`config.mk`:
```
export PLATFORM = sky130hd
export DESIGN_NAME = crh_hue_div
export DESIGN_NICKNAME = d
export VERILOG_FILES = /design/src/rtl/crh_pkg.sv /design/src/rtl/crh_hue_div.sv
export SDC_FILE = /design/constraint.sdc
export NUM_CORES = 1
export LEC_CHECK = 0
export ABC_AREA = 1
export BUFFER_PORTS_ARGS = -buffer_cell sky130_fd_sc_hd__buf_2
export CORE_ASPECT_RATIO = 1.5
export CORE_UTILIZATION = 25
export CTS_CLUSTER_SIZE = 28
export DETAILED_ROUTE_END_ITERATION = 6
export GPL_ROUTABILITY_DRIVEN = 0
export PLACE_DENSITY_LB_ADDON = 0.12
export SETUP_SLACK_MARGIN = 0.3
export SLEW_MARGIN = 20
export SYNTH_ARGS = -nofsm -noshare
export SYNTH_HDL_FRONTEND = slang
export SYNTH_SLANG_ARGS = --single-unit
```
`constraint.sdc`:
```
create_clock -name clk -period 2.5 [get_ports clk]
set_input_delay 0.25 -clock clk [delete_from_list [all_inputs] [get_ports clk]]
set_output_delay 0.25 -clock clk [all_outputs]
set_load 0.005 [all_outputs]
```
`src/rtl/crh_pkg.sv`:
```
// Shared constants, types and helpers for the calibrated RGB to HSL converter.
`default_nettype none
package crh_pkg;

  localparam int FRAC_BITS_DEF = 16;
  localparam int COUNT_W       = 16;
  localparam int HUE_W         = 9;
  localparam int PCT_W         = 7;
  localparam int CFG_IDX_W     = 1;
  localparam int ROOT_W        = 7;
  localparam int ROOT_STEPS    = ROOT_W;
  localparam int HUE_STEPS     = HUE_W;

  localparam logic [CFG_IDX_W-1:0] REG_WINDOW_LOW  = 1'b0;
  localparam logic [CFG_IDX_W-1:0] REG_WINDOW_HIGH = 1'b1;

  localparam logic [COUNT_W-1:0] WINDOW_LOW_RST  = 16'd0;
  localparam logic [COUNT_W-1:0] WINDOW_HIGH_RST = 16'd65535;

  localparam logic [HUE_W-1:0] HUE_MAX   = 9'd359;
  localparam logic [PCT_W-1:0] PCT_MAX   = 7'd100;
  localparam logic [HUE_W-1:0] SEXT_STEP = 9'd60;
  localparam logic [13:0]      SAT_SCALE = 14'd10000;

  typedef enum logic [1:0] {
    SEC_RED,
    SEC_GREEN,
    SEC_BLUE,
    SEC_RED_WRAP
  } sector_t;

  function automatic logic [HUE_W-1:0] sector_base(input sector_t sec);
    logic [HUE_W-1:0] base;
    case (sec)
      SEC_RED:      base = 9'd0;
      SEC_GREEN:    base = 9'd120;
      SEC_BLUE:     base = 9'd240;
      SEC_RED_WRAP: base = 9'd360;
      default:      base = 9'd0;
    endcase
    return base;
  endfunction

endpackage
`default_nettype wire

```
`src/rtl/crh_hue_div.sv`:
```
// Pipelined restoring divider that turns the sextant numerator into whole degrees.
`default_nettype none
module crh_hue_div #(
  parameter int FRAC_BITS = crh_pkg::FRAC_BITS_DEF
) (
  input  wire logic                                     clk,
  input  wire logic                                     en,
  input  wire logic [FRAC_BITS+crh_pkg::HUE_W:0]        num,
  input  wire logic [FRAC_BITS:0]                       delta,
  output logic      [crh_pkg::HUE_W-1:0]                hue
);
  import crh_pkg::*;

  localparam int NW = FRAC_BITS + 1;

  logic [NW-1:0]    rem_q [0:HUE_STEPS-1];
  logic [NW-1:0]    dlt_q [0:HUE_STEPS-1];
  logic [HUE_W-1:0] low_q [0:HUE_STEPS-1];
  logic [HUE_W-1:0] quo_q [0:HUE_STEPS-1];
  logic [NW-1:0]    rem_s [0:HUE_STEPS-1];
  logic [NW-1:0]    dlt_s [0:HUE_STEPS-1];
  logic [HUE_W-1:0] low_s [0:HUE_STEPS-1];
  logic [HUE_W-1:0] quo_s [0:HUE_STEPS-1];
  logic [NW:0]      trial [0:HUE_STEPS-1];

  for (genvar k = 0; k < HUE_STEPS; k++) begin : g_step
    if (k == 0) begin : g_first
      assign rem_s[k] = num[NW+HUE_W-1:HUE_W];
      assign low_s[k] = num[HUE_W-1:0];
      assign dlt_s[k] = delta;
      assign quo_s[k] = '0;
    end else begin : g_next
      assign rem_s[k] = rem_q[k-1];
      assign low_s[k] = low_q[k-1];
      assign dlt_s[k] = dlt_q[k-1];
      assign quo_s[k] = quo_q[k-1];
    end

    assign trial[k] = {rem_s[k], low_s[k][HUE_W-1]};

    always_ff @(posedge clk) begin
      if (en) begin
        dlt_q[k] <= dlt_s[k];
        low_q[k] <= {low_s[k][HUE_W-2:0], 1'b0};
        if (trial[k] >= {1'b0, dlt_s[k]}) begin
          rem_q[k] <= NW'(trial[k] - {1'b0, dlt_s[k]});
          quo_q[k] <= {quo_s[k][HUE_W-2:0], 1'b1};
        end else begin
          rem_q[k] <= trial[k][NW-1:0];
          quo_q[k] <= {quo_s[k][HUE_W-2:0], 1'b0};
        end
      end
    end
  end

  assign hue = quo_q[HUE_STEPS-1];

endmodule
`default_nettype wire

```
==> impl_metrics.ini <==
[outcome]
status = finished, final reports clean

[logic_synthesis]
avgSynthCellArea_um2 = 8.169
async_flop_share_pct = 0
synth_top_area_share_pct = 47.80
ys_seq_area_share_pct = 47.89
yosysMostFrequentCell = nand2_1
synth-seq-cells = 353
ys_top_cells_by_count = nand2_1 (1006), inv_1 (528), edfxtp_1 (352)
netlist_area_mm2 = 0.02211
yosys_warnings = 0
syn-num-nets = 2913
synth.distinct_cells = 29
syn_inst = 2707
ys.flop_type = edfxtp_1
synth_edf_count = 352
yosys.area.top_type = edfxtp_1
ys_top_cells_by_area = edfxtp_1 (48%), nand2_1 (17%), inv_1 (9.0%)

[job]
cap_violations = 0

[global_route]
grt_pass1_vias = 19610
grt_usage_pct = 14.62
grt_max_degree = 156
grt_pass1_wl_mm = 101.0
grt-ovfl-total = 0
antenna_found_initial = 0

[timing]
finalCriticalPeriod_ns = 2.269
worst_pin_slew_ns = 0.9660
clock-skew-final_ns = 0.01277
finalSetupViolCount = 0
final_max_slew_viol_count = 0
whs_ns = 0.2506
fmax_mhz = 440.8
fin_tns_setup_ns = 0
timing.final.ws_setup_ns = 0.2314
hold_violations = 0
grt_setup_unrepaired = true
fin_crit_sh_pct = 90.75
timing.slew.headroom_pct = 35.60

[power]
leakagePower_uw = 0.01415
power_density_mw_per_mm2 = 973.0
ir_worst_vdd_mv = 0.5621

[clock_tree]
cts_sinks = 353
cts_tree = built
htree_num_levels = 2
clk_latency_ns = 0.59
clkSlewWorstSetupHoldPaths_ns = 0.06
cts_root_buffer = clkbuf_16
numCtsBuffers = 43
clock_path_buffers = 3

[routing]
via_count = 18500
first_iter_violations = 631
routedWlPerCell_um = 16.59
drt.antenna.violating_nets = 0
routed_wl_mm = 69.44
dr.pass1.iters = 5
drc = 0
vias_per_cell = 4.420

[layout]
layout-drive-gt1-share_pct = 22.67
antenna_cells = 0
fillers = 8934
area_delta_synth_final_pct = 33.87
stdcell_count = 4186
nNetsFinal = 3213

[floorplan]
start_util_pct = 25.22
dieArea_mm2 = 0.08967
die_y_um = 366.3
dieWidth_um = 244.8
rows = 133
pin_count = 54
core_area_mm2 = 0.08770

[critical_path]
crit_fanout = 6
path_cells = ha_2 > fa_2 > inv_2 > nand2_2 > nand2_4 > nand3_4 > nand2_4 > nand2_4 > nand2_4 > nand2_4 > buf_12 > buf_12 > nand3_2 > nand2_1
criticalPathCategory = reg2reg
crit_required_ns = 2.84
end_kind = flop
worst_ep_arrival_time_ns = 2.61
critPathLaunchType = flop
crit_path_frequent_cell = nand2_4
critical-path-slowest-cell = edfxtp_1
cpPeakStageDelay_ns = 0.40

[placed_design]
dpl_worst_slack_ns = -0.1471
port_buffers = 53
dp_hpwl_mm = 51.17
place_inst = 3952

[worst_hold_path]
min_path_type = in2reg
-- layer usage --
layer | GRT usage [%] | vias up | routed length [um] | share of wire [%]
met5 | 0 | - | 0 | 0
met3 | 1.949 | 256 | 1683 | 2.4
met4 | 10.87 | 0 | 5995 | 8.6
li1 | - | 9221 | - | -
met1 | 10.45 | 8646 | 19610 | 28
met2 | 32.16 | 381 | 42160 | 61
-- sequential cells by signal, indices dropped and copies added (netlist names) --
name and cells:
low_q 36, quo_q 45, dlt_q 136, rem_q 136
-- cells in the final DEF (no fill, tap or decap), types with 14 or more instances in the layout --
| cell | synthesis | routed |
|---|---|---|
| a21oi_1 | 84 | 66 |
| a21oi_4 | 8 | 14 |
| and2_1 | 20 | 19 |
| buf_12 | 0 | 23 |
| buf_2 | 12 | 52 |
| buf_4 | 5 | 142 |
| clkbuf_16 | 0 | 48 |
| dlygate4sd3_1 | 0 | 43 |
| edfxtp_1 | 352 | 352 |
| ha_1 | 153 | 92 |
| ha_2 | 0 | 16 |
| ha_4 | 0 | 45 |
| inv_1 | 528 | 512 |
| inv_2 | 0 | 16 |
| nand2_1 | 1006 | 909 |
| nand2_2 | 7 | 71 |
| nand2_4 | 11 | 37 |
| nand2_8 | 0 | 17 |
| nand3_1 | 271 | 149 |
| nand3_2 | 0 | 105 |
| nand3_4 | 0 | 17 |
| nand4_1 | 15 | 15 |
| nor2_1 | 92 | 73 |
| nor3_1 | 25 | 21 |
| xnor2_1 | 16 | 16 |
| xor2_1 | 40 | 40 |
-- worst max-delay path: cells and delay by family (launching register included) --
family                   cells  cell delay, ns
buffers and inverters        3            0.35
flip-flops                   1            0.40
AND/OR/NAND/NOR              9            0.65
adder cells (fa/ha/maj)      2            0.60
-- kinds of logic after synthesis --
kind of cell | count (synthesis) | synth area share (%)
AND/OR/NAND/NOR | 1463 | 27.58
buffers and inverters | 564 | 10.01
AO/OA/AOI/OAI | 110 | 2.920
adder cells (fa/ha/maj) | 161 | 9.381
XOR/XNOR | 56 | 2.218
flip-flops | 353 | 47.89
-- final timing paths --
check,startpoint,end,slack (ns),depth (start not counted)
max reg2reg,dlt_q[0][85],rem_q[6][1],0.23,14
min,delta[0],rem_q[0][0],0.25,5
min reg2reg,low_q[0][13],low_q[0][22],0.41,0
max,dlt_q[0][85],rem_q[6][1],0.23,14
-- per-stage QoR --
step           instance area [um2]  power [uW]  utilization [%]
2_1_floorplan                22110       16010                -
3_3_place_gp                 24390       19450            27.81
3_5_place_dp                 24390       19500            27.81
4_1_cts                      27350       27050            31.19
5_1_grt                      29600       30850            33.76
6_report                     29600       28810            33.76
-- cell type report --
class | count | area, um2 | area share, %
clock buffer | 50 | 1145 | 3.867
tap | 1147 | 1435 | 4.848
multi-input combinational | 1800 | 11580 | 39.13
clock inverter | 27 | 305.3 | 1.031
inverter | 529 | 1988 | 6.716
timing repair buffer | 280 | 2556 | 8.634
sequential | 353 | 10590 | 35.77
-- what timing repair did --
item                                    CTS  global route
endpoints found under the setup margin  126           138
buffers inserted                         27            70
hold buffers                             43             0
cloned                                    5            12
gates resized for setup                 166           290
pin swaps                                52           145
hold endpoints to repair                 55             0
-- power by group --
group          switching [uW]  total (uW)  internal [uW]
Combinational            7950       13200           5300
Sequential                901        9050           8150
Clock                    2600        6500           3910
Total                   11500       28800          17400
Power figures use the tool's default switching activity.
