### src/rtl/crh_pkg.sv
// Shared constants, types and helpers for the calibrated RGB to HSL converter.
`default_nettype none
package crh_pkg;

  localparam int FRAC_BITS_DEF = 16;
  localparam int COUNT_W       = 16;
  localparam int HUE_W         = 9;
  localparam int PCT_W         = 7;
  localparam int CFG_IDX_W     = 1;
  localparam int ROOT_W        = 7;
  localparam int ROOT_STEPS    = ROOT_W;
  localparam int HUE_STEPS     = HUE_W;

  localparam logic [CFG_IDX_W-1:0] REG_WINDOW_LOW  = 1'b0;
  localparam logic [CFG_IDX_W-1:0] REG_WINDOW_HIGH = 1'b1;

  localparam logic [COUNT_W-1:0] WINDOW_LOW_RST  = 16'd0;
  localparam logic [COUNT_W-1:0] WINDOW_HIGH_RST = 16'd65535;

  localparam logic [HUE_W-1:0] HUE_MAX   = 9'd359;
  localparam logic [PCT_W-1:0] PCT_MAX   = 7'd100;
  localparam logic [HUE_W-1:0] SEXT_STEP = 9'd60;
  localparam logic [13:0]      SAT_SCALE = 14'd10000;

  typedef enum logic [1:0] {
    SEC_RED,
    SEC_GREEN,
    SEC_BLUE,
    SEC_RED_WRAP
  } sector_t;

  function automatic logic [HUE_W-1:0] sector_base(input sector_t sec);
    logic [HUE_W-1:0] base;
    case (sec)
      SEC_RED:      base = 9'd0;
      SEC_GREEN:    base = 9'd120;
      SEC_BLUE:     base = 9'd240;
      SEC_RED_WRAP: base = 9'd360;
      default:      base = 9'd0;
    endcase
    return base;
  endfunction

endpackage
`default_nettype wire

### src/rtl/crh_sat_root.sv
// Pipelined bit-by-bit root search for the saturation percentage.
`default_nettype none
module crh_sat_root #(
  parameter int FRAC_BITS = crh_pkg::FRAC_BITS_DEF
) (
  input  wire logic                                       clk,
  input  wire logic                                       en,
  input  wire logic [FRAC_BITS+2*crh_pkg::ROOT_W:0]       lim,
  input  wire logic [FRAC_BITS:0]                         denom,
  output logic      [crh_pkg::ROOT_W-1:0]                 root
);
  import crh_pkg::*;

  localparam int NW   = FRAC_BITS + 1;
  localparam int SQW  = 2 * ROOT_W;
  localparam int LIMW = NW + SQW;

  logic [ROOT_W-1:0] s_q   [0:HUE_STEPS-1];
  logic [SQW-1:0]    sq_q  [0:HUE_STEPS-1];
  logic [LIMW-1:0]   lim_q [0:HUE_STEPS-1];
  logic [NW-1:0]     den_q [0:HUE_STEPS-1];
  logic [ROOT_W-1:0] s_s   [0:HUE_STEPS-1];
  logic [SQW-1:0]    sq_s  [0:HUE_STEPS-1];
  logic [LIMW-1:0]   lim_s [0:HUE_STEPS-1];
  logic [NW-1:0]     den_s [0:HUE_STEPS-1];

  for (genvar k = 0; k < HUE_STEPS; k++) begin : g_step
    if (k == 0) begin : g_first
      assign s_s[k]   = '0;
      assign sq_s[k]  = '0;
      assign lim_s[k] = lim;
      assign den_s[k] = denom;
    end else begin : g_next
      assign s_s[k]   = s_q[k-1];
      assign sq_s[k]  = sq_q[k-1];
      assign lim_s[k] = lim_q[k-1];
      assign den_s[k] = den_q[k-1];
    end

    if (k < ROOT_STEPS) begin : g_test
      localparam int E = ROOT_STEPS - 1 - k;
      logic [SQW-1:0]  cand_sq;
      logic [LIMW-1:0] prod;

      // Squaring the candidate incrementally keeps one multiplier per stage.
      assign cand_sq = sq_s[k] + (SQW'(s_s[k]) << (E + 1)) + (SQW'(1) << (2 * E));
      assign prod    = LIMW'(cand_sq) * LIMW'(den_s[k]);

      always_ff @(posedge clk) begin
        if (en) begin
          lim_q[k] <= lim_s[k];
          den_q[k] <= den_s[k];
          if (prod <= lim_s[k]) begin
            s_q[k]  <= s_s[k] | (ROOT_W'(1) << E);
            sq_q[k] <= cand_sq;
          end else begin
            s_q[k]  <= s_s[k];
            sq_q[k] <= sq_s[k];
          end
        end
      end
    end else begin : g_pass
      always_ff @(posedge clk) begin
        if (en) begin
          lim_q[k] <= lim_s[k];
          den_q[k] <= den_s[k];
          s_q[k]   <= s_s[k];
          sq_q[k]  <= sq_s[k];
        end
      end
    end
  end

  assign root = s_q[HUE_STEPS-1];

endmodule
`default_nettype wire

### config.mk
export PLATFORM = sky130hd
export DESIGN_NAME = crh_sat_root
export DESIGN_NICKNAME = d
export VERILOG_FILES = /design/src/rtl/crh_pkg.sv /design/src/rtl/crh_sat_root.sv
export SDC_FILE = /design/constraint.sdc
export NUM_CORES = 2
export LEC_CHECK = 0
export BUFFER_PORTS_ARGS = -buffer_cell sky130_fd_sc_hd__buf_2
export CORE_MARGIN = 4
export CORE_UTILIZATION = 30
export CTS_CLUSTER_DIAMETER = 50
export DETAILED_ROUTE_END_ITERATION = 7
export GPL_TIMING_DRIVEN = 0
export PLACE_DENSITY = 0.56
export RECOVER_POWER = 50
export SYNTH_ARGS = -nofsm -noshare
export SYNTH_HDL_FRONTEND = slang
export SYNTH_SLANG_ARGS = --single-unit
### constraint.sdc
create_clock -name clk -period 9.7 [get_ports clk]
set_input_delay 0.485 -clock clk [delete_from_list [all_inputs] [get_ports clk]]
set_output_delay 0.485 -clock clk [all_outputs]
set_load 0.01 [all_outputs]
==> summary.md <==
| Metric | Value |
|---|---|
| Fraction of synthesized cell area in xor and xnor cells | `0.0283` |
| Synthesized area | `44600 µm²` |
| Status | `finished, violations left` |
| Final number of hold-violating endpoints | `0` |
| Max layer used | `met4` |
| Post-synthesis simple-gate area fraction | `0.122` |
| Clock period minus final worst setup slack | `about 9500 ps` |
| Post-synth cell types | `between 80 and 90` |
| Layout area overhead | `11.8%` |
| Largest net degree at the start of global routing | `91` |
| Post-route DRC violation count | `0` |
| Placed cell areas | `between 40000 and 50000 µm²` |
| Hpwl dp | `~90 mm` |
| CTS Buf Count | `roughly 50` |
| Syn_area_per_cell | `~10 µm²` |
| Placed insts | `approximately 6300` |
| DR WL met2 | `53.4 mm` |
| Share of cells above drive strength 1 | `0.0559` |
| GRT Total Usage | `0.143` |
| Clock latency on the worst-skew pair | `slightly above 600 ps` |
| Number of max-cap violations | `1` |
| Final instance area | `around 50000 µm²` |
| Clock Root Buffer | `clkbuf_16` |
| Final Skew | `between 40 and 50 ps` |
| H-tree levels | `2` |
| Met3 Wirelength | `approximately 4.3 mm` |
| Reg clk slew, reported paths | `~60 ps` |
| FP Rows | `roughly 140` |
| Least-Margin Pin Slew | `around 3800 ps` |
| Most frequent cells in the layout | `inv_1, ha_1, fa_1` |
| # diodes | `0` |
| IO Port Bufs | `56` |
| CTS Sinks | `between 300 and 400` |
| Worst endpoint required time | `10050 ps` |
| Peak Freq | `106 MHz` |
| GR Overflow Total | `0` |
| Register area | `around 11000 µm²` |
| Met1 WL | `~50 mm` |
| Post-synthesis sequential area ratio | `0.246` |
| Die W | `around 400 µm` |
| Most common cell after layout, fill and taps aside | `inv_1` |
| Post-synthesis compound-gate area fraction | `0.0694` |
| Crit path capture type | `flop` |
| Final setup fails | `0` |
| Synthesized instance count | `4280` |
| Drt via density | `4.71` |
| Wirelength, routed | `between 100 and 150 mm` |
| Routed WL per cell | `about 17 µm` |
| Total Die Area | `155000 µm²` |
| Fillers | `around 15000` |
| Multi-input logic area | `30600 µm²` |
| Critical-path top delay cell | `fa_1` |
| First-pass GRT wire length | `between 150 and 200 mm` |
| Pre-antenna DRT Iters | `5` |
| Final Non-Filler Cells | `approximately 6400` |
| CTS tree | `yes` |
| Mapped Nets | `around 5600` |
| GP Congestion | `approximately 0.9` |
| Fin crit share | `0.974` |
| Post-synthesis async set-or-reset flop share | `0` |
| Max-slew violations | `63` |
| Failing checks | `capacitance limit, slew limit` |
| Initial antenna violation count | `2` |
| Starting DRT DRC Count | `1577` |
| Largest family of logic cells by synthesized area | `adder cells` |
| Crit Path Max Fanout | `9` |
| Synth Area in Adders | `0.451` |
| Post-synth top flop | `edfxtp_1` |
| Die Ht | `between 300 and 400 µm` |
| Vias in the first global route | `31800` |
| Vias | `30100` |
| Critical path's largest stage delay | `~540 ps` |
| CP startpoint kind | `flop` |
| Warning count from the yosys run | `0` |
| Portion of netlist area occupied by mux cells | `0.00401` |
| Critical path class | `flop to flop` |
| Worst hold-check path type | `primary input to flop` |
| Critical path's most frequent cell | `fa_1` |
| Clock Path Buffers | `3` |
| Initial Utilization | `0.302` |
| Post-synth EDFFs | `about 370` |
| Number of synthesized register bits | `about 370` |
| # IOs | `57` |
| Core area | `around 150000 µm²` |
| Final nets | `~5800` |
| Post-route ant nets | `0` |
| Slew HR | `-1.56` |
| Crit path DAT | `between 9000 and 10000 ps` |
registers in the layout, indices dropped and copies added, names as in the netlist:
signal and flops:
lim_q 186, sq_q 35, den_q 102, s_q 42
worst max-delay path, delay by kind of cell (launching register included):
family | cells | cell delay, ps
mux | 1 | 390
fa+ha+maj | 9 | 3920
compound gates | 8 | 2020
flops | 1 | 500
xor+xnor | 2 | 330
simple gates | 8 | 1360
buf+inv | 5 | 660
layer usage:
metal,GRT usage,vias to the layer above
met3,0.0184,174
met1,0.187,14900
met4,0.0408,0
met2,0.248,591
met5,0,-
li1,-,14400
stage by stage:
step	hold slack [ps]	util	setup slack (ps)	setup TNS, ps
2_1_floorplan	400	-	1230	0
3_3_place_gp	402	0.320	-915	-16120
3_5_place_dp	405	0.321	-1050	-16850
4_1_cts	3.73	0.335	-5.17	-5.17
5_1_grt	16.5	0.338	-142	-900
6_report	49.0	0.338	248	0
final cells by class:
class | count | area share
repair buffers | 82 | 0.00974
multi-input cells | 2990 | 0.615
flip-flops and latches | 365 | 0.220
clock buffers | 58 | 0.0266
clock inverters | 36 | 0.00858
well taps | 1930 | 0.0484
plain buffers | 97 | 0.00959
inverters | 827 | 0.0623
synthesized netlist by cell type (all sizes together) (41+ instances only):
| library cell | count | area share |
|---|---|---|
| a21o | 102 | 0.017 |
| a21oi | 124 | 0.014 |
| and2 | 333 | 0.047 |
| clkbuf | 84 | 0.0071 |
| edfxtp | 365 | 0.25 |
| fa | 519 | 0.23 |
| ha | 778 | 0.22 |
| inv | 827 | 0.070 |
| nand2 | 411 | 0.035 |
| nand4 | 41 | 0.0058 |
| nor2 | 100 | 0.0084 |
| o21ai | 71 | 0.0081 |
| xnor2 | 97 | 0.019 |
| xor2 | 46 | 0.0090 |
logic make-up (layout without fill, tap and decap cells):
family          Yosys count  count (layout)
fa+ha+maj              1297            1297
simple gates           1073            1073
buf+inv                 926            1100
mux                      16              16
xor+xnor                143             144
flops                   365             365
compound gates          460             460
path summary, 6_finish.rpt:
check	from	end	slack, ps	cells after the start
hold / removal	lim[28]	lim_q[0][28]	50	1
setup reg to reg	s_q[0][32]	sq_q[0][74]	250	33
setup / recovery	s_q[0][32]	sq_q[0][74]	250	33
hold reg to reg	s_q[0][48]	s_q[0][55]	420	0
timing repair:
item,in CTS,in global routing
resized for setup,43,106
endpoints found under the hold margin,0,0
endpoints found under the setup margin,28,28
pin swaps,2,14
hold buffers,0,0
buffers inserted,5,18
gates cloned,0,1
Power is left out: the tool's default activity adds up to more than one toggle a clock period on the data nets, which glitch-free logic cannot reach.
