## src/rtl/crh_pkg.sv

```systemverilog
// Shared constants, types and helpers for the calibrated RGB to HSL converter.
`default_nettype none
package crh_pkg;

  localparam int FRAC_BITS_DEF = 16;
  localparam int COUNT_W       = 16;
  localparam int HUE_W         = 9;
  localparam int PCT_W         = 7;
  localparam int CFG_IDX_W     = 1;
  localparam int ROOT_W        = 7;
  localparam int ROOT_STEPS    = ROOT_W;
  localparam int HUE_STEPS     = HUE_W;

  localparam logic [CFG_IDX_W-1:0] REG_WINDOW_LOW  = 1'b0;
  localparam logic [CFG_IDX_W-1:0] REG_WINDOW_HIGH = 1'b1;

  localparam logic [COUNT_W-1:0] WINDOW_LOW_RST  = 16'd0;
  localparam logic [COUNT_W-1:0] WINDOW_HIGH_RST = 16'd65535;

  localparam logic [HUE_W-1:0] HUE_MAX   = 9'd359;
  localparam logic [PCT_W-1:0] PCT_MAX   = 7'd100;
  localparam logic [HUE_W-1:0] SEXT_STEP = 9'd60;
  localparam logic [13:0]      SAT_SCALE = 14'd10000;

  typedef enum logic [1:0] {
    SEC_RED,
    SEC_GREEN,
    SEC_BLUE,
    SEC_RED_WRAP
  } sector_t;

  function automatic logic [HUE_W-1:0] sector_base(input sector_t sec);
    logic [HUE_W-1:0] base;
    case (sec)
      SEC_RED:      base = 9'd0;
      SEC_GREEN:    base = 9'd120;
      SEC_BLUE:     base = 9'd240;
      SEC_RED_WRAP: base = 9'd360;
      default:      base = 9'd0;
    endcase
    return base;
  endfunction

endpackage
`default_nettype wire

```

## src/rtl/crh_norm.sv

```systemverilog
// Pipelined restoring divider that normalizes one clamped count into the window.
`default_nettype none
module crh_norm #(
  parameter int FRAC_BITS = crh_pkg::FRAC_BITS_DEF
) (
  input  wire logic                         clk,
  input  wire logic                         en,
  input  wire logic [crh_pkg::COUNT_W-1:0]  offset,
  input  wire logic [crh_pkg::COUNT_W-1:0]  span,
  output logic      [FRAC_BITS:0]           quo
);
  import crh_pkg::*;

  localparam int QW = FRAC_BITS + 1;

  logic [COUNT_W-1:0] rem_q   [0:FRAC_BITS];
  logic [COUNT_W-1:0] span_q  [0:FRAC_BITS];
  logic [QW-1:0]      quo_q   [0:FRAC_BITS];
  logic [COUNT_W:0]   trial   [0:FRAC_BITS];
  logic [COUNT_W-1:0] span_s  [0:FRAC_BITS];
  logic [QW-1:0]      quo_s   [0:FRAC_BITS];

  for (genvar k = 0; k <= FRAC_BITS; k++) begin : g_step
    if (k == 0) begin : g_first
      assign trial[k]  = {1'b0, offset};
      assign span_s[k] = span;
      assign quo_s[k]  = '0;
    end else begin : g_next
      assign trial[k]  = {rem_q[k-1], 1'b0};
      assign span_s[k] = span_q[k-1];
      assign quo_s[k]  = quo_q[k-1];
    end

    always_ff @(posedge clk) begin
      if (en) begin
        span_q[k] <= span_s[k];
        if (trial[k] >= {1'b0, span_s[k]}) begin
          rem_q[k] <= COUNT_W'(trial[k] - {1'b0, span_s[k]});
          quo_q[k] <= {quo_s[k][QW-2:0], 1'b1};
        end else begin
          rem_q[k] <= trial[k][COUNT_W-1:0];
          quo_q[k] <= {quo_s[k][QW-2:0], 1'b0};
        end
      end
    end
  end

  assign quo = quo_q[FRAC_BITS];

endmodule
`default_nettype wire

```

## config.mk

```make
export PLATFORM = sky130hd
export DESIGN_NAME = crh_norm
export DESIGN_NICKNAME = d
export VERILOG_FILES = /design/src/rtl/crh_pkg.sv /design/src/rtl/crh_norm.sv
export SDC_FILE = /design/constraint.sdc
export NUM_CORES = 1
export LEC_CHECK = 0
export BUFFER_PORTS_ARGS = -buffer_cell sky130_fd_sc_hd__clkbuf_2
export CAP_MARGIN = 20
export CORE_ASPECT_RATIO = 1.1
export CORE_MARGIN = 2
export CORE_UTILIZATION = 60
export DETAILED_ROUTE_END_ITERATION = 6
export GPL_ROUTABILITY_DRIVEN = 0
export PLACE_DENSITY = 0.76
export SLEW_MARGIN = 40
export SYNTH_ARGS = -nofsm -noshare
export SYNTH_HDL_FRONTEND = slang
export SYNTH_SLANG_ARGS = --single-unit
```

## constraint.sdc

```tcl
create_clock -name clk -period 4.3 [get_ports clk]
set_input_delay 0.86 -clock clk [delete_from_list [all_inputs] [get_ports clk]]
set_output_delay 0.86 -clock clk [all_outputs]
set_load 0.05 [all_outputs]
```

==> parameters.txt, run 1 <==
Parameter                              Value

Timing
  Final Hold Viols    0
  Achievable frequency    280 MHz
  Total Neg Setup Slack    0 ps
  Min cycle time layout    3570 ps
  Final Max Slew Viols    0
  Pin slew with the least headroom to its limit    880 ps
  Final setup skew    21.6 ps
  Worst-case setup margin in the final layout    728 ps
  Period utilisation layout    0.831
  RSZ-0062 raised after global routing    false
  Setup violation total in the final timing report    0
  Slew HR    0.406

CTS
  Count of H-tree levels built during CTS    3
  TritonCTS clock tree    done
  Count of instances resized after the clock tree is built    0
  Longest Clk Path Bufs    3
  Register clock-pin slew on the reported worst setup and hold paths    60 ps
  Root Buffer Master    sky130_fd_sc_hd__clkbuf_16
  Inserted Clock Buffers    72
  Count of hold buffers inserted by post-cts repair    0
  Number of buffers added for setup after CTS    0
  Number of clock sinks    665
  Later-pin clock latency in the skew report    610 ps

Logic synthesis
  Synth async-reset ratio    0
  Post-Synthesis Cells    3018
  Cell area after synthesis    36800 µm²
  Dominant register cell in the synthesized netlist    sky130_fd_sc_hd__edfxtp_1
  Yosys warning count    0
  Post-synthesis sequential element count    665
  Synth cell types    87
  Count of flip-flops with a built-in enable after synthesis    664
  Synthesized area divided by synthesized cell count    12.2 µm²
  Share of Yosys cell area claimed by the top area cell type    0.542
  Sequential cell area fraction in the yosys report    0.542
  Largest cells by area after synthesis    sky130_fd_sc_hd__edfxtp_1 54%, sky130_fd_sc_hd__ha_1 9.2%, sky130_fd_sc_hd__mux2_2 4.9%, sky130_fd_sc_hd__inv_1 3.6%, sky130_fd_sc_hd__xnor2_1 2.8%
  Mapped Nets    3339
  Cell type contributing the most total cell area after synthesis    sky130_fd_sc_hd__edfxtp_1

Cells and area
  P&R area growth vs syn    9.36%
  Sequential cell area in the final layout    20000 µm²
  Number of fillers in the final layout    4477
  Area of the multi-input gates    15300 µm²
  Final layout net count    3420
  Antenna Diode Count    0
  Post-route insts no fill    3978
  Post-route cell area    40300 µm²
  Fraction of layout instances using a drive strength above 1    0.125

Setup path
  Startpoint-to-endpoint class of the critical path    register to register
  Critical path capture point type    register
  Largest driver fanout on the critical path    13
  Element type at the critical path start    register
  Data arrival time at the worst-slack endpoint    3930 ps
  R2R setup slack    730 ps
  Required time of the worst setup path    4650 ps

Placement
  Dpl cell area    38000 µm²
  PortBufs    50
  Post-place setup slack    860 ps
  Placed Instances    3849
  Hpwl dp    54600 µm

Worst hold path
  Type of the most critical hold path    register to register

Route
  Number of remaining DRC errors    0
  Remaining antenna violation count    0
  Length of the first detailed-routing pass in iterations    6
  Via Count    23800
  Total Wirelength    75100 µm
  Count of routing violations after the opening detailed-route iteration    2190
  DR WL/cell    18.9 µm
  Drt via density    5.99

Floorplan
  Number of rows in the core area    95
  Core area    60900 µm²
  Ports placed on the boundary    51
  Overall die height    264 µm
  Die boundary width    240 µm
  Total die area    63400 µm²
  Effective utilization at floorplan    0.605

Global routing
  Leftover overflow at the end of global routing    0
  GRT Resource Usage Total    0.240
  Wire length of the first global-routing pass    121000 µm
  Vias in the first global route    23700
  Maximum number of pins on one net before global-route repair    154
  Antenna violations before repair    0

Run
  Max-Cap Viols    0

Pwr
  Power Total    27.5 mW
  Power density of the placed cells    684 nW/µm²
  Max rail drop VDD    325 µV
  Leakage power summed over all cells    16.3 nW

Status
  Status    completed
-- kinds of logic after synthesis --
| logic type | synth area share |
|---|---|
| muxes | 0.0700 |
| DFF | 0.542 |
| AOI/OAI and AO/OA | 0.125 |
| and+or+nand+nor | 0.0776 |
| adders and majority gates | 0.101 |
| xor gates and xnor gates | 0.0402 |
| buffers and inverters | 0.0441 |
-- cell usage in the layout (no fill, tap or decap), types with 8 or more instances in the layout --
master,n
sky130_fd_sc_hd__o21ai_0,135
sky130_fd_sc_hd__nand3b_1,8
sky130_fd_sc_hd__mux2_2,160
sky130_fd_sc_hd__nand3_1,37
sky130_fd_sc_hd__o31ai_1,16
sky130_fd_sc_hd__clkinv_2,15
sky130_fd_sc_hd__mux2_1,17
sky130_fd_sc_hd__nand2b_1,21
sky130_fd_sc_hd__clkbuf_16,75
sky130_fd_sc_hd__nand2_1,115
sky130_fd_sc_hd__a21boi_0,12
sky130_fd_sc_hd__mux2i_1,27
sky130_fd_sc_hd__a21oi_1,168
sky130_fd_sc_hd__o211ai_1,12
sky130_fd_sc_hd__o21a_1,74
sky130_fd_sc_hd__xor2_1,50
sky130_fd_sc_hd__nor2b_1,37
sky130_fd_sc_hd__or3_1,8
sky130_fd_sc_hd__edfxtp_1,664
sky130_fd_sc_hd__or2_2,12
sky130_fd_sc_hd__a211oi_1,22
sky130_fd_sc_hd__and2_1,33
sky130_fd_sc_hd__buf_4,11
sky130_fd_sc_hd__o41ai_1,8
sky130_fd_sc_hd__a31oi_1,36
sky130_fd_sc_hd__fa_1,16
sky130_fd_sc_hd__clkbuf_2,49
sky130_fd_sc_hd__o31a_1,27
sky130_fd_sc_hd__o21ai_1,17
sky130_fd_sc_hd__mux2_4,21
sky130_fd_sc_hd__and3_1,25
sky130_fd_sc_hd__nor2_1,165
sky130_fd_sc_hd__clkbuf_1,12
sky130_fd_sc_hd__nor3_1,41
sky130_fd_sc_hd__inv_1,355
sky130_fd_sc_hd__a21o_1,69
sky130_fd_sc_hd__ha_1,271
sky130_fd_sc_hd__xnor2_1,119
sky130_fd_sc_hd__nand4_1,28
sky130_fd_sc_hd__clkinv_1,13
-- area by class of cell --
class,count,area share
clock inverter,42,0.00873
timing repair buffer,64,0.0100
multi-input combinational,1941,0.379
tap,824,0.0256
inverter,355,0.0331
sequential,665,0.496
clock buffer,87,0.0477
-- critical path, cell delays in order (launching register included) --
cell	delay [ps]
sky130_fd_sc_hd__edfxtp_1	430
sky130_fd_sc_hd__inv_1	80
sky130_fd_sc_hd__ha_1	240
sky130_fd_sc_hd__nor2b_1	140
sky130_fd_sc_hd__o21a_1	210
sky130_fd_sc_hd__o21a_1	200
sky130_fd_sc_hd__o31ai_1	580
sky130_fd_sc_hd__a21oi_1	240
sky130_fd_sc_hd__o21ai_2	610
sky130_fd_sc_hd__buf_4	260
sky130_fd_sc_hd__mux2_2	330
-- where the power goes --
part           total [mW]  internal, mW  switching [mW]
Sequential           10.1          9.26           0.878
Combinational        11.4          5.39            6.01
Clock                6.01          3.49            2.52
-- synth_stat cells, drive strengths merged (13+ instances only) --
master	n
edfxtp	664
inv	355
ha	271
mux2	198
a21oi	170
nor2	166
o21ai	155
xnor2	119
nand2	115
o21a	74
a21o	69
xor2	50
nor3	41
nand3	40
nor2b	37
a31oi	36
clkbuf	34
and2	33
o31a	30
nand4	28
mux2i	27
and3	25
a211oi	23
buf	23
nand2b	21
o31ai	19
fa	16
a21boi	13
o211ai	13
-- metal layers --
layer,wire (µm),part of all wire,track usage,vias to the layer above
met1,31200,0.42,0.305,11600
met4,3140,0.042,0.108,0
met5,0,0,0,-
li1,-,-,-,11300
met3,3710,0.049,0.0335,203
met2,37000,0.49,0.408,742
-- through the flow --
stage | hold WS, ps | util
after CTS | 409 | 0.661
final | 408 | 0.662
after floorplan | 400 | -
after detailed placement | 405 | 0.624
after global routing | 417 | 0.662
after global placement | 401 | 0.624
-- sequential cells by signal, summed over array words and instances (netlist names) --
signal,cells
rem_q,256
span_q,256
quo_q,153
-- worst paths after layout --
| kind | startpoint | to | cells past startpoint |
|---|---|---|---|
| worst max-delay path | span_q[0][1]$_DFFE_PP_ | rem_q[1][2]$_DFFE_PP_ | 10 |
| worst min-delay path | quo_q[5][2]$_DFFE_PP_ | quo_q[6][3]$_DFFE_PP_ | 0 |
| worst max register to register | span_q[0][1]$_DFFE_PP_ | rem_q[1][2]$_DFFE_PP_ | 10 |
| worst min register to register | quo_q[5][2]$_DFFE_PP_ | quo_q[6][3]$_DFFE_PP_ | 0 |
Note: power is estimated with default switching activity, not from simulation.
==> run 2, diff against run 1 <==
- CORE_UTILIZATION: 60 -> 58
- PLACE_DENSITY: 0.76 -> 0.77
- clock period: 4.3 -> 3.1 ns (I/O delays scaled with it)
==> run 2 against run 1 <==
Effect of this change: worst hold slack lost 220 ps; non-clock buffer count increased by 50; utilization shrank 1.2 points; cell area grew 1.0%; via count is 1.1% higher; largest power group unchanged.
==> parameters.txt, run 2 (synthesis gave the netlist of run 1 again) <==
Parameter                              Value

Timing
  Final Hold Viols    0
  Final Max Slew Viols    0
  Final setup skew    24.9 ps
  RSZ-0062 raised after global routing    false
  Pin slew with the least headroom to its limit    724 ps
  Slew HR    0.517
  Setup violation total in the final timing report    0
  Total Neg Setup Slack    0 ps
  Achievable frequency    335 MHz
  Period utilisation layout    0.962
  Min cycle time layout    2980 ps

Cells and area
  Fraction of layout instances using a drive strength above 1    0.139
  Post-route cell area    40700 µm²
  Leading cell type in the layout, fill and taps excluded    sky130_fd_sc_hd__edfxtp_1
  Sequential cell area in the final layout    20000 µm²
  Area of the multi-input gates    15300 µm²
  Number of fillers in the final layout    4397
  Antenna Diode Count    0
  P&R area growth vs syn    10.5%
  Final layout net count    3467
  Most frequent cells in the layout    664 x sky130_fd_sc_hd__edfxtp_1, 355 x sky130_fd_sc_hd__inv_1, 270 x sky130_fd_sc_hd__ha_1, 167 x sky130_fd_sc_hd__a21oi_1, 165 x sky130_fd_sc_hd__nor2_1
  Largest registers    rem_q x256, span_q x256, quo_q x153

Route
  Top Metal Used    met4
  Count of routing violations after the opening detailed-route iteration    1426
  Drt via density    5.99
  DR WL/cell    19.2 µm
  Via Count    24100
  Wl on met1    26900 µm
  Number of remaining DRC errors    0
  Remaining antenna violation count    0
  Total Wirelength    77300 µm
  DR WL met2    41900 µm
  Length of the first detailed-routing pass in iterations    6
  Met3 wirelength from detailed routing    3200 µm

Pwr
  Int Pwr    25.2 mW
  Switching power    13.3 mW
  Power Total    38.6 mW
  Max rail drop VDD    491 µV
  Flop pwr share    0.362
  Power density of the placed cells    948 nW/µm²
  Proportion of power drawn by the clock network    0.210
  Leakage power summed over all cells    16.5 nW
  Proportion of power drawn by combinational gates    0.428
  Switching Fraction    0.346

Floorplan
  Overall die height    268 µm
  Ports placed on the boundary    51
  Total die area    65500 µm²
  Die boundary width    244 µm
  Core area    62600 µm²
  Number of rows in the core area    96
  Effective utilization at floorplan    0.588

Global routing
  Maximum number of pins on one net before global-route repair    154
  Antenna violations before repair    0
  Wire length of the first global-routing pass    124000 µm
  GRT Resource Usage Total    0.237
  Leftover overflow at the end of global routing    0
  Vias in the first global route    25200

Setup path
  Count of cells along the worst register-to-register path    8
  Element type at the critical path start    register
  Startpoint-to-endpoint class of the critical path    register to register
  Required time of the worst setup path    3470 ps
  Critical path capture point    rem_q[8][12]$_DFFE_PP_
  Timing startpoint of the critical path    span_q[0][112]$_DFFE_PP_
  Launch instance of the worst register-to-register path    span_q[0][112]$_DFFE_PP_
  R2R setup slack    120 ps
  Largest driver fanout on the critical path    5
  R2R Path End    rem_q[8][12]$_DFFE_PP_
  Critical path capture point type    register
  Data arrival time at the worst-slack endpoint    3350 ps

CTS
  Register clock-pin slew on the reported worst setup and hold paths    60 ps
  Count of H-tree levels built during CTS    3
  Inserted Clock Buffers    69
  Root Buffer Master    sky130_fd_sc_hd__clkbuf_16
  Number of clock sinks    665
  Longest Clk Path Bufs    3
  TritonCTS clock tree    done
  Count of hold buffers inserted by post-cts repair    0
  Later-pin clock latency in the skew report    630 ps

Worst hold path
  Type of the most critical hold path    input pin to register

Placement
  PortBufs    50
  Dpl cell area    38400 µm²
  Hpwl dp    56700 µm

Status
  Status    completed

Run
  Max-Cap Viols    0
## run 2: changes by cell type in the layout (fill, tap and decap cells not counted), sizes merged
cell / change
buf: +50
clkbuf: -7
clkinvlp: +2
inv: -1
clkinv: -7
## run 2: how the worst min path moves through the flow
stage          slack [ps]                    from                 endpoint  cells past startpoint
4_1_cts               170                 span[2]   span_q[0][2]$_DFFE_PP_                      1
5_1_grt               180                 span[8]   span_q[0][8]$_DFFE_PP_                      1
2_1_floorplan         400   quo_q[9][9]$_DFFE_PP_  quo_q[10][10]$_DFFE_PP_                      0
3_3_place_gp          400  quo_q[13][0]$_DFFE_PP_   quo_q[14][1]$_DFFE_PP_                      0
3_5_place_dp          400  quo_q[11][0]$_DFFE_PP_   quo_q[12][1]$_DFFE_PP_                      0
6_report              190                 span[1]   span_q[0][1]$_DFFE_PP_                      1
## run 2: final cells by class
type                            count  area share
Sequential cell                   665       0.491
Multi-Input combinational cell   1941       0.376
Clock buffer                       80      0.0435
Inverter                          355      0.0328
Tap cell                          833      0.0256
Timing Repair Buffer              114      0.0213
Clock inverter                     36      0.0103
## run 2: per-layer routing
layer  GRT usage  vias up
li1            -    11400
met1       0.226    11600
met5           0        -
met4       0.160        0
met2       0.465      762
met3      0.0370      312
## run 2: per-stage QoR
step | hold WS [ps] | std cells | utilization | setup WS (ps)
CTS | 175 | 4022 | 0.649 | 16.5
floorplan | 400 | 3018 | - | 34.9
global placement | 401 | 3906 | 0.613 | -32.5
global route | 178 | 4024 | 0.650 | 24.5
detailed placement | 405 | 3906 | 0.613 | 0.653
finish | 192 | 4024 | 0.650 | 117
## run 2: timing repair
item / in CTS / in global routing
endpoints found under the setup margin: 7 / 47
pin swaps: 0 / 2
resized for setup: 2 / 13
gates cloned: 0 / 0
setup buffers: 0 / 1
## run 2: critical path: stages (launching register included)
cell                       delay, ps
sky130_fd_sc_hd__edfxtp_1        500
sky130_fd_sc_hd__fa_1            480
sky130_fd_sc_hd__nor2b_1         150
sky130_fd_sc_hd__o21a_1          150
sky130_fd_sc_hd__o21ai_0         190
sky130_fd_sc_hd__a211oi_1        560
sky130_fd_sc_hd__or2_2           260
sky130_fd_sc_hd__o311ai_0        140
sky130_fd_sc_hd__mux2_2          280
## run 2: power groups by stage
stage,Sequential [mW],Combinational (mW),Clock [mW]
after floorplan,13.7,12.5,0
after global placement,14.0,15.3,0
after detailed placement,14.1,16.0,0
after CTS,13.9,16.3,8.21
after global routing,14.1,18.1,8.52
final,14.0,16.5,8.10
